**src/rtl/shrd_pkg.sv**
```systemverilog
// Shared types, constants and helpers for the sync-hunt record deframer.
package shrd_pkg;

	localparam int MARKER_LEN       = 9;
	localparam int HEADER_BYTES_DEF = 20;
	localparam int OFFSET_BIAS      = 8;
	localparam int SEG_EXTRA        = 7;
	localparam int RESQ_DEPTH       = 4;
	localparam int RESQ_PW          = $clog2(RESQ_DEPTH);

	localparam logic [15:0] MAX_RECORD = 16'd32772;

	typedef enum logic [1:0] {
		PH_HUNT,
		PH_HEADER,
		PH_SEGMENT,
		PH_TRAIL
	} phase_t;

	typedef struct packed {
		logic [7:0]  out_byte;
		logic        last;
		logic [13:0] segment_count;
		logic        truncated;
	} result_t;

	// up to two results per input beat; r0 goes out first
	typedef struct packed {
		logic [1:0] num;
		result_t    r0;
		result_t    r1;
	} push_t;

	function automatic logic [7:0] marker_byte(input logic [3:0] idx);
		logic [7:0] val;
		unique case (idx)
			4'd0:    val = 8'h4E;
			4'd1:    val = 8'h4A;
			4'd2:    val = 8'h50;
			4'd3:    val = 8'h4C;
			4'd4:    val = 8'h32;
			4'd5:    val = 8'h49;
			4'd6:    val = 8'h30;
			4'd7:    val = 8'h30;
			4'd8:    val = 8'h43;
			default: val = 8'h00;
		endcase
		return val;
	endfunction

	// shift one length byte in, saturating at 16 bits
	function automatic logic [15:0] sat_shift(input logic [15:0] len, input logic [7:0] b);
		logic [15:0] val;
		if (len[15:8] != 8'h00) begin
			val = 16'hFFFF;
		end else begin
			val = {len[7:0], b};
		end
		return val;
	endfunction

endpackage

```
**src/rtl/shrd_core.sv**
```systemverilog
// Per-byte deframing logic: marker hunt, header, record and segment tracking.
module shrd_core import shrd_pkg::*; #(
	parameter int HEADER_BYTES = HEADER_BYTES_DEF
) (
	input  logic       clk,
	input  logic       arst_n,
	input  logic       go,
	input  logic [7:0] data_byte,
	output push_t      push
);

	localparam int HIW = $clog2(HEADER_BYTES + 1);

	phase_t          phase_q, phase_d;
	logic [HIW-1:0]  hidx_q, hidx_d;
	logic [15:0]     rlen_q, rlen_d;
	logic [15:0]     ridx_q, ridx_d;
	logic [15:0]     soff_q, soff_d;
	logic [13:0]     slen_q, slen_d;
	logic [7:0]      held_q, held_d;
	logic            hv_q, hv_d;

	logic [3:0]      hi;
	logic [15:0]     rl_hdr;
	logic [15:0]     rclamp;
	logic [16:0]     start;
	logic [15:0]     k;
	logic [14:0]     total;
	logic            done;
	logic [1:0]      num;
	result_t         r0, r1;

	always_ff @(posedge clk or negedge arst_n) begin
		if (!arst_n) begin
			phase_q <= PH_HUNT;
			hidx_q  <= '0;
			rlen_q  <= '0;
			ridx_q  <= '0;
			soff_q  <= '0;
			slen_q  <= '0;
			held_q  <= '0;
			hv_q    <= 1'b0;
		end else if (go) begin
			phase_q <= phase_d;
			hidx_q  <= hidx_d;
			rlen_q  <= rlen_d;
			ridx_q  <= ridx_d;
			soff_q  <= soff_d;
			slen_q  <= slen_d;
			held_q  <= held_d;
			hv_q    <= hv_d;
		end
	end

	always_comb begin
		phase_d = phase_q;
		hidx_d  = hidx_q;
		rlen_d  = rlen_q;
		ridx_d  = ridx_q;
		soff_d  = soff_q;
		slen_d  = slen_q;
		held_d  = held_q;
		hv_d    = hv_q;
		num     = 2'd0;
		r0      = '0;
		r1      = '0;
		rl_hdr  = '0;
		rclamp  = '0;
		start   = '0;
		k       = '0;
		total   = '0;
		done    = 1'b0;
		hi      = (hidx_q < HIW'(MARKER_LEN)) ? hidx_q[3:0] : 4'd0;

		unique case (phase_q) inside
			PH_HUNT: begin
				if (data_byte == marker_byte(hi)) begin
					rl_hdr = (hi == 4'd0) ? 16'd0 : rlen_q;
					if (HIW'(hi) >= HIW'(HEADER_BYTES - 4)) begin
						rl_hdr = sat_shift(rl_hdr, data_byte);
					end
					rlen_d = rl_hdr;
					hidx_d = HIW'(hi) + HIW'(1);
					if (hidx_d >= HIW'(MARKER_LEN)) begin
						phase_d = PH_HEADER;
					end
				end else if (data_byte == marker_byte(4'd0)) begin
					// mismatch that is itself a marker start
					hidx_d = HIW'(1);
					rlen_d = '0;
				end else begin
					hidx_d = '0;
				end
			end
			PH_HEADER: begin
				rl_hdr = rlen_q;
				if (hidx_q >= HIW'(HEADER_BYTES - 4)) begin
					rl_hdr = sat_shift(rlen_q, data_byte);
				end
				rlen_d = rl_hdr;
				hidx_d = hidx_q + HIW'(1);
				if (hidx_q == HIW'(HEADER_BYTES - 1)) begin
					rclamp = (rl_hdr > MAX_RECORD) ? MAX_RECORD : rl_hdr;
					rlen_d = rclamp;
					hidx_d = '0;
					ridx_d = '0;
					soff_d = '0;
					slen_d = '0;
					held_d = '0;
					hv_d   = 1'b0;
					if (rclamp == 16'd0) begin
						// empty record: flag it and resume hunting
						phase_d      = PH_HUNT;
						num          = 2'd1;
						r0.last      = 1'b1;
						r0.truncated = 1'b1;
					end else begin
						phase_d = PH_SEGMENT;
					end
				end
			end
			PH_SEGMENT, PH_TRAIL: begin
				if (phase_q == PH_SEGMENT) begin
					if (ridx_q == 16'd2) begin
						soff_d = {data_byte, 8'h00};
					end else if (ridx_q == 16'd3) begin
						soff_d = {soff_q[15:8], data_byte};
					end
					start = {1'b0, soff_d} + 17'(OFFSET_BIAS);
					if ({1'b0, ridx_q} >= start) begin
						k = ridx_q - start[15:0];
						if (k == 16'd4) begin
							slen_d = {data_byte[5:0], 8'h00};
						end else if (k == 16'd5) begin
							slen_d = {slen_q[13:8], data_byte};
						end
						total = {1'b0, slen_d} + 15'(SEG_EXTRA);
						done  = (k >= 16'd5) && (({1'b0, k} + 17'd1) == {2'b00, total});
						if (!k[0]) begin
							held_d = data_byte;
							hv_d   = 1'b1;
							if (done) begin
								// odd-length segment: final byte goes alone
								r0 = '{out_byte: data_byte, last: 1'b1,
									segment_count: slen_d, truncated: 1'b0};
								num     = 2'd1;
								hv_d    = 1'b0;
								phase_d = PH_TRAIL;
							end
						end else begin
							r0.out_byte = data_byte;
							r1.out_byte = hv_q ? held_q : 8'h00;
							num         = 2'd2;
							hv_d        = 1'b0;
							if (done) begin
								r1.last          = 1'b1;
								r1.segment_count = slen_d;
								phase_d          = PH_TRAIL;
							end
						end
					end
				end
				ridx_d = ridx_q + 16'd1;
				if (ridx_d >= rlen_q) begin
					if (phase_d == PH_SEGMENT) begin
						// record ran out with the segment still open
						if (num == 2'd2) begin
							r1.last          = 1'b1;
							r1.segment_count = slen_d;
							r1.truncated     = 1'b1;
						end else begin
							num              = 2'd1;
							r0.out_byte      = hv_d ? held_d : 8'h00;
							r0.last          = 1'b1;
							r0.segment_count = slen_d;
							r0.truncated     = 1'b1;
						end
					end
					hv_d    = 1'b0;
					phase_d = PH_HUNT;
					hidx_d  = '0;
				end
			end
			default: begin
				phase_d = PH_HUNT;
			end
		endcase

		push.num = go ? num : 2'd0;
		push.r0  = r0;
		push.r1  = r1;
	end

	a_hunt_idx: assert property (@(posedge clk) disable iff (!arst_n)
		phase_q == PH_HUNT |-> hidx_q < HIW'(MARKER_LEN))
		else $error("marker index out of range while hunting");

	a_hdr_idx: assert property (@(posedge clk) disable iff (!arst_n)
		phase_q == PH_HEADER |-> hidx_q >= HIW'(MARKER_LEN))
		else $error("header phase entered before full marker");

	a_rec_idx: assert property (@(posedge clk) disable iff (!arst_n)
		(phase_q == PH_SEGMENT || phase_q == PH_TRAIL) |-> ridx_q < rlen_q)
		else $error("record index ran past record length");

endmodule

```
**src/rtl/shrd_resq.sv**
```systemverilog
// Small queue: up to two results in per cycle; one beat out per cycle unless stalled.
module shrd_resq import shrd_pkg::*; (
	input  logic    clk,
	input  logic    arst_n,
	input  push_t   push,
	output logic    room,
	output logic    out_valid,
	input  logic    out_stall,
	output result_t head
);

	result_t            ent_q [RESQ_DEPTH];
	logic [RESQ_PW-1:0] wr_q, rd_q;
	logic [RESQ_PW:0]   cnt_q;
	logic               pop;

	assign out_valid = (cnt_q != '0);
	assign pop       = out_valid && !out_stall;
	assign room      = (cnt_q <= (RESQ_PW + 1)'(RESQ_DEPTH - 2));
	assign head      = ent_q[rd_q];

	always_ff @(posedge clk) begin
		if (push.num != 2'd0) begin
			ent_q[wr_q] <= push.r0;
		end
		if (push.num == 2'd2) begin
			ent_q[wr_q + RESQ_PW'(1)] <= push.r1;
		end
	end

	always_ff @(posedge clk or negedge arst_n) begin
		if (!arst_n) begin
			wr_q  <= '0;
			rd_q  <= '0;
			cnt_q <= '0;
		end else begin
			wr_q  <= wr_q + RESQ_PW'(push.num);
			rd_q  <= rd_q + RESQ_PW'(pop);
			cnt_q <= cnt_q + (RESQ_PW + 1)'(push.num) - (RESQ_PW + 1)'(pop);
		end
	end

	a_cnt_max: assert property (@(posedge clk) disable iff (!arst_n)
		cnt_q <= (RESQ_PW + 1)'(RESQ_DEPTH))
		else $error("result queue overfilled");

	a_push_room: assert property (@(posedge clk) disable iff (!arst_n)
		push.num != 2'd0 |-> room)
		else $error("results pushed without two free slots");

endmodule

```
**src/rtl/sync_hunt_record_deframer.sv**
```systemverilog
// Top level of the sync-hunt record deframer: input register, deframing core, result queue.
// Data path: a byte accepted into the input register is decoded from it, and its results
//   enter the queue at the first later edge where the queue has two free entries; the
//   first result is offered on the outputs after that edge.
// Throughput: one byte per cycle; results leave at one beat per cycle, unless the receiver
//   stalls, through a 4-entry queue. A held byte waits while the queue has fewer than two
//   free entries, and input stalls only while that byte waits.
// Reset: arst_n clears phase, counters, hold flag and queue pointers at once; queue
//   entries and the input byte register are not reset.
module sync_hunt_record_deframer import shrd_pkg::*; #(
	parameter int HEADER_BYTES = HEADER_BYTES_DEF
) (
	input  logic        clk,
	input  logic        arst_n,
	input  logic        in_valid,
	output logic        in_stall,
	input  logic [7:0]  data_byte,
	output logic        out_valid,
	input  logic        out_stall,
	output logic [7:0]  out_byte,
	output logic        last,
	output logic [13:0] segment_count,
	output logic        truncated
);

	// input register stage
	logic       vld_s1;
	logic [7:0] byte_s1;
	logic       room;
	logic       go;
	logic       in_acc;
	push_t      push;
	result_t    head;

	// the held beat is decoded once the queue can take a worst-case pair
	assign go       = vld_s1 && room;
	assign in_stall = vld_s1 && !room;
	assign in_acc   = in_valid && !in_stall;

	always_ff @(posedge clk or negedge arst_n) begin
		if (!arst_n) begin
			vld_s1 <= 1'b0;
		end else if (in_acc) begin
			vld_s1 <= 1'b1;
		end else if (go) begin
			vld_s1 <= 1'b0;
		end
	end

	// payload only; no reset needed
	always_ff @(posedge clk) begin
		if (in_acc) begin
			byte_s1 <= data_byte;
		end
	end

	shrd_core #(
		.HEADER_BYTES(HEADER_BYTES)
	) u_core (
		.clk       (clk),
		.arst_n    (arst_n),
		.go        (go),
		.data_byte (byte_s1),
		.push      (push)
	);

	shrd_resq u_resq (
		.clk       (clk),
		.arst_n    (arst_n),
		.push      (push),
		.room      (room),
		.out_valid (out_valid),
		.out_stall (out_stall),
		.head      (head)
	);

	assign out_byte      = head.out_byte;
	assign last          = head.last;
	assign segment_count = head.segment_count;
	assign truncated     = head.truncated;

	// an offered beat is only withdrawn by being taken
	a_out_hold: assert property (@(posedge clk) disable iff (!arst_n)
		$fell(out_valid) |-> $past(!out_stall))
		else $error("output beat dropped while stalled");

endmodule

```
**config.mk**
```make
export PLATFORM = sky130hd
export DESIGN_NAME = sync_hunt_record_deframer
export DESIGN_NICKNAME = d
export VERILOG_FILES = /design/src/rtl/shrd_pkg.sv /design/src/rtl/shrd_core.sv /design/src/rtl/shrd_resq.sv /design/src/rtl/sync_hunt_record_deframer.sv
export SDC_FILE = /design/constraint.sdc
export NUM_CORES = 1
export LEC_CHECK = 0
export BUFFER_PORTS_ARGS = -buffer_cell sky130_fd_sc_hd__buf_2
export CAP_MARGIN = 20
export CORE_AREA = 2 2 133 161
export DETAILED_ROUTE_END_ITERATION = 7
export DIE_AREA = 0 0 135 163
export PLACE_DENSITY = 0.81
export SLEW_MARGIN = 10
export SYNTH_ARGS = -nofsm -noshare
export SYNTH_HDL_FRONTEND = slang
export SYNTH_SLANG_ARGS = --single-unit
```
**constraint.sdc**
```tcl
create_clock -name clk -period 12.74 [get_ports clk]
set_input_delay 1.274 -clock clk [delete_from_list [all_inputs] [get_ports clk]]
set_output_delay 1.274 -clock clk [all_outputs]
set_load 0.1 [all_outputs]
```
==> results.json <==
{
  "status": "finished clean",
  "area_growth_pct": 8.05,
  "cts_buffers": 17,
  "grt_usage": 0.325,
  "synth-xor-area-share": 0.0487,
  "netlist_instances": 1339,
  "cts_hold_buf": 0,
  "grt_pass1_vias": 10700,
  "netlist.top_cell.by_area": "edfxtp_1",
  "ctsResizeCount": 0,
  "critical_path_class": "register to register",
  "die_h_um": 163,
  "clock-sinks": 190,
  "design_area_um2": 14000,
  "vias": 11300,
  "relSlewSlack": 0.378,
  "die_w_um": 135,
  "wl_per_cell_um": 22.0,
  "rr_worst_depth": 36,
  "cp_slowest_cell": "and4_1",
  "clk_pin_slew_ps": 80,
  "synth_nets": 1410,
  "insertedDiodeCount": 0,
  "synthDistinctLibCells": 84,
  "wirelength_mm": 35.8,
  "path_buf_inv": 1,
  "ys.flop_type": "edfxtp_1",
  "hold_class": "register to register",
  "arrival_ps": 10580,
  "drive_above_1_share": 0.111,
  "crit_end": "u_resq.ent_q[0][16]",
  "cp-start-kind": "register",
  "dieArea_um2": 22000,
  "num-fill-cells": 1600,
  "crit_required_ps": 12940,
  "gp_congestion": 1.02,
  "hold_viol": 0,
  "antenna_found_initial": 0,
  "cp.depth": 36,
  "reg2reg_to": "u_resq.ent_q[0][16]",
  "slew_viol_final": 0,
  "cellLeakagePower_nw": 5.13,
  "dr.pass1.iters": 6,
  "rows": 58,
  "finalPower_w": 0.00165,
  "layout_min_cycle_time_ps": 10380,
  "power_density_nw_per_um2": 118,
  "fin_crit_sh": 0.814,
  "drcViolationCount": 0,
  "crit_start": "u_core.ridx_q[12]",
  "cts_tree": "done",
  "ys_warn_count": 0,
  "yosys.area_share.simple": 0.166,
  "cts_root_buf": "clkbuf_16",
  "worst_setup_path_end_kind": "register",
  "max_freq_mhz": 96.4,
  "yosys-top-cells-area": "edfxtp_1 (24%), dfrtp_1 (17%), ha_1 (5.5%), o21ai_0 (4.2%), mux4_2 (4.2%)",
  "grt_max_degree": 58,
  "synth_top_area_share": 0.242,
  "placed_cell_area_um2": 13300,
  "synth-adder-area-share": 0.0583,
  "final_antenna_net_count": 0,
  "synth_seq_cells": 190,
  "max_cap_viol_count": 0,
  "final_core_util": 0.678,
  "rsz0062_at_grt": "no",
  "grt_overflow_total": 0,
  "yosysSeqAreaShare": 0.408,
  "drt-initial-drc-count": 1414,
  "ir_worst_vdd_mv": 0.109,
  "synth-edff-count": 104,
  "initial_utilization": 0.627,
  "slowest_delay_ps": 810,
  "worstMarginPinSlew_ps": 934,
  "h-tree-depth": 4,
  "hpwl_mm": 25.1,
  "clock_latency_ps": 460,
  "path_max_fanout": 38,
  "tns_ps": 0,
  "synthMuxAreaShare": 0.0490,
  "via_per_inst": 6.96,
  "cp_common_cell": "a21oi_1",
  "r2r_start": "u_core.ridx_q[12]",
  "synth_compound_area_frac": 0.230,
  "portBuffers": 37,
  "nets": 1413,
  "num_io_pins": 38,
  "setup_violations": 0,
  "coreArea_um2": 20600,
  "skew_ps": 27.2,
  "grt_pass1_wl_mm": 56.1,
  "syn_avg_cell_area_um2": 9.65,
  "syn-cell-area_um2": 12900,
  "clock_tree.buffer_depth": 2,
  "cp_top_family": "simple AND/OR/NAND/NOR gates",
  "worst-r2r-setup-slack_ps": 2360,
  "postCtsSetupBuffers": 0,
  "synth_top_family_by_area": "compound AO/OA/AOI/OAI gates",
  "synthArstFlopShare": 0.453
}
## routing by layer
| metal | global-route usage | share of wire | vias up |
|---|---|---|---|
| met1 | 0.418 | 0.40 | 5400 |
| li1 | - | - | 5108 |
| met4 | 0.139 | 0.039 | 0 |
| met3 | 0.0423 | 0.077 | 125 |
| met5 | 0 | 0 | - |
| met2 | 0.554 | 0.49 | 677 |
## synth_stat cells, types with 4 or more instances
cell and n:
a211o_1 6, a211oi_1 8, a21boi_0 5, a21boi_1 4, a21o_1 19, a21oi_1 74
a22o_1 41, a31oi_1 13, a32o_1 28, and2_1 18, and3_1 23, buf_1 6
buf_2 9, clkbuf_1 52, dfrtp_1 86, edfxtp_1 104, ha_1 57, inv_1 53
mux2i_1 7, mux4_2 24, nand2_1 122, nand2b_1 7, nand3_1 48, nand3b_1 5
nand4_1 11, nor2_1 93, nor2b_1 8, nor3_1 34, nor4_1 19, nor4b_1 5
o211ai_1 32, o21a_1 10, o21ai_0 108, o21ai_1 7, o21bai_1 4, o221ai_1 14
o22ai_1 12, o31ai_1 4, or2_2 8, or3_1 10, or4_1 4, xnor2_1 45
xor2_1 25
## cell type report
cell class | instances | area (um^2) | area share
clock buffers | 17 | 425 | 0.0305
clock inverters | 15 | 201 | 0.0144
inverters | 53 | 199 | 0.0142
multi-input cells | 1023 | 7170 | 0.513
flip-flops and latches | 190 | 5280 | 0.378
well taps | 270 | 338 | 0.0242
repair buffers | 57 | 358 | 0.0256
## worst min-delay path: stages, from the launching register on
cell and delay (ps):
dfrtp_1 350, nand2_1 50, o21ai_0 60
## flip-flops by register name (all words and copies together) (netlist names)
| signal | flops |
|---|---|
| byte_s1 | 8 |
| u_core.held_q | 8 |
| u_core.hidx_q | 5 |
| u_core.hv_q | 1 |
| u_core.phase_q | 2 |
| u_core.ridx_q | 16 |
| u_core.rlen_q | 16 |
| u_core.slen_q | 14 |
| u_core.soff_q | 16 |
| u_resq.cnt_q | 3 |
| u_resq.ent_q | 96 |
| u_resq.rd_q | 2 |
| u_resq.wr_q | 2 |
| vld_s1 | 1 |
## cell families (layout without fill, tap and decap cells)
kind of cell / Yosys count / after routing
and+or+nand+nor: 431 / 431
AOI/OAI and AO/OA: 429 / 429
DFF: 190 / 190
buffers and inverters: 126 / 142
xor gates and xnor gates: 71 / 71
adders and majority gates: 59 / 59
muxes: 33 / 33
## metrics by stage
stage               hold slack (ps)  std cells  worst slack (ps)
CTS                             493       1624              2570
floorplan                       450       1339              2200
detailed placement              477       1592              2610
finish                          497       1625              2360
global placement                472       1592              2990
global route                    518       1625              1650
## where the power goes
part,internal [W],switching (W),leakage (nW)
clock,0.000273,0.000291,0.303
sequential,0.000667,0.0000302,1.92
combinational,0.000126,0.000267,2.91
## placed cells by master (no fill, tap or decap), types with 17 or more instances in the layout
cell type / netlist / layout
a21oi_1: 74 / 74
and3_1: 23 / 23
a21o_1: 19 / 19
ha_1: 57 / 57
and2_1: 18 / 18
mux4_2: 24 / 24
nor3_1: 34 / 33
buf_4: 2 / 20
clkbuf_16: 0 / 17
a32o_1: 28 / 28
inv_1: 53 / 53
a22o_1: 41 / 41
o211ai_1: 32 / 32
nand2_1: 122 / 122
nor2_1: 93 / 92
dfrtp_1: 86 / 86
xor2_1: 25 / 25
buf_2: 9 / 36
nand3_1: 48 / 48
xnor2_1: 45 / 45
edfxtp_1: 104 / 104
o21ai_0: 108 / 107
nor4_1: 19 / 18
## worst min-delay path by stage
stage	from	endpoint	cells past startpoint
global placement	u_core.soff_q[1]	u_core.soff_q[1]	2
finish	u_core.soff_q[1]	u_core.soff_q[1]	2
floorplan	u_core.soff_q[1]	u_core.soff_q[1]	2
CTS	u_core.soff_q[1]	u_core.soff_q[1]	2
detailed placement	u_core.soff_q[1]	u_core.soff_q[1]	2
global route	u_resq.cnt_q[2]	u_resq.cnt_q[2]	1
(Power assumes the default switching activity.)
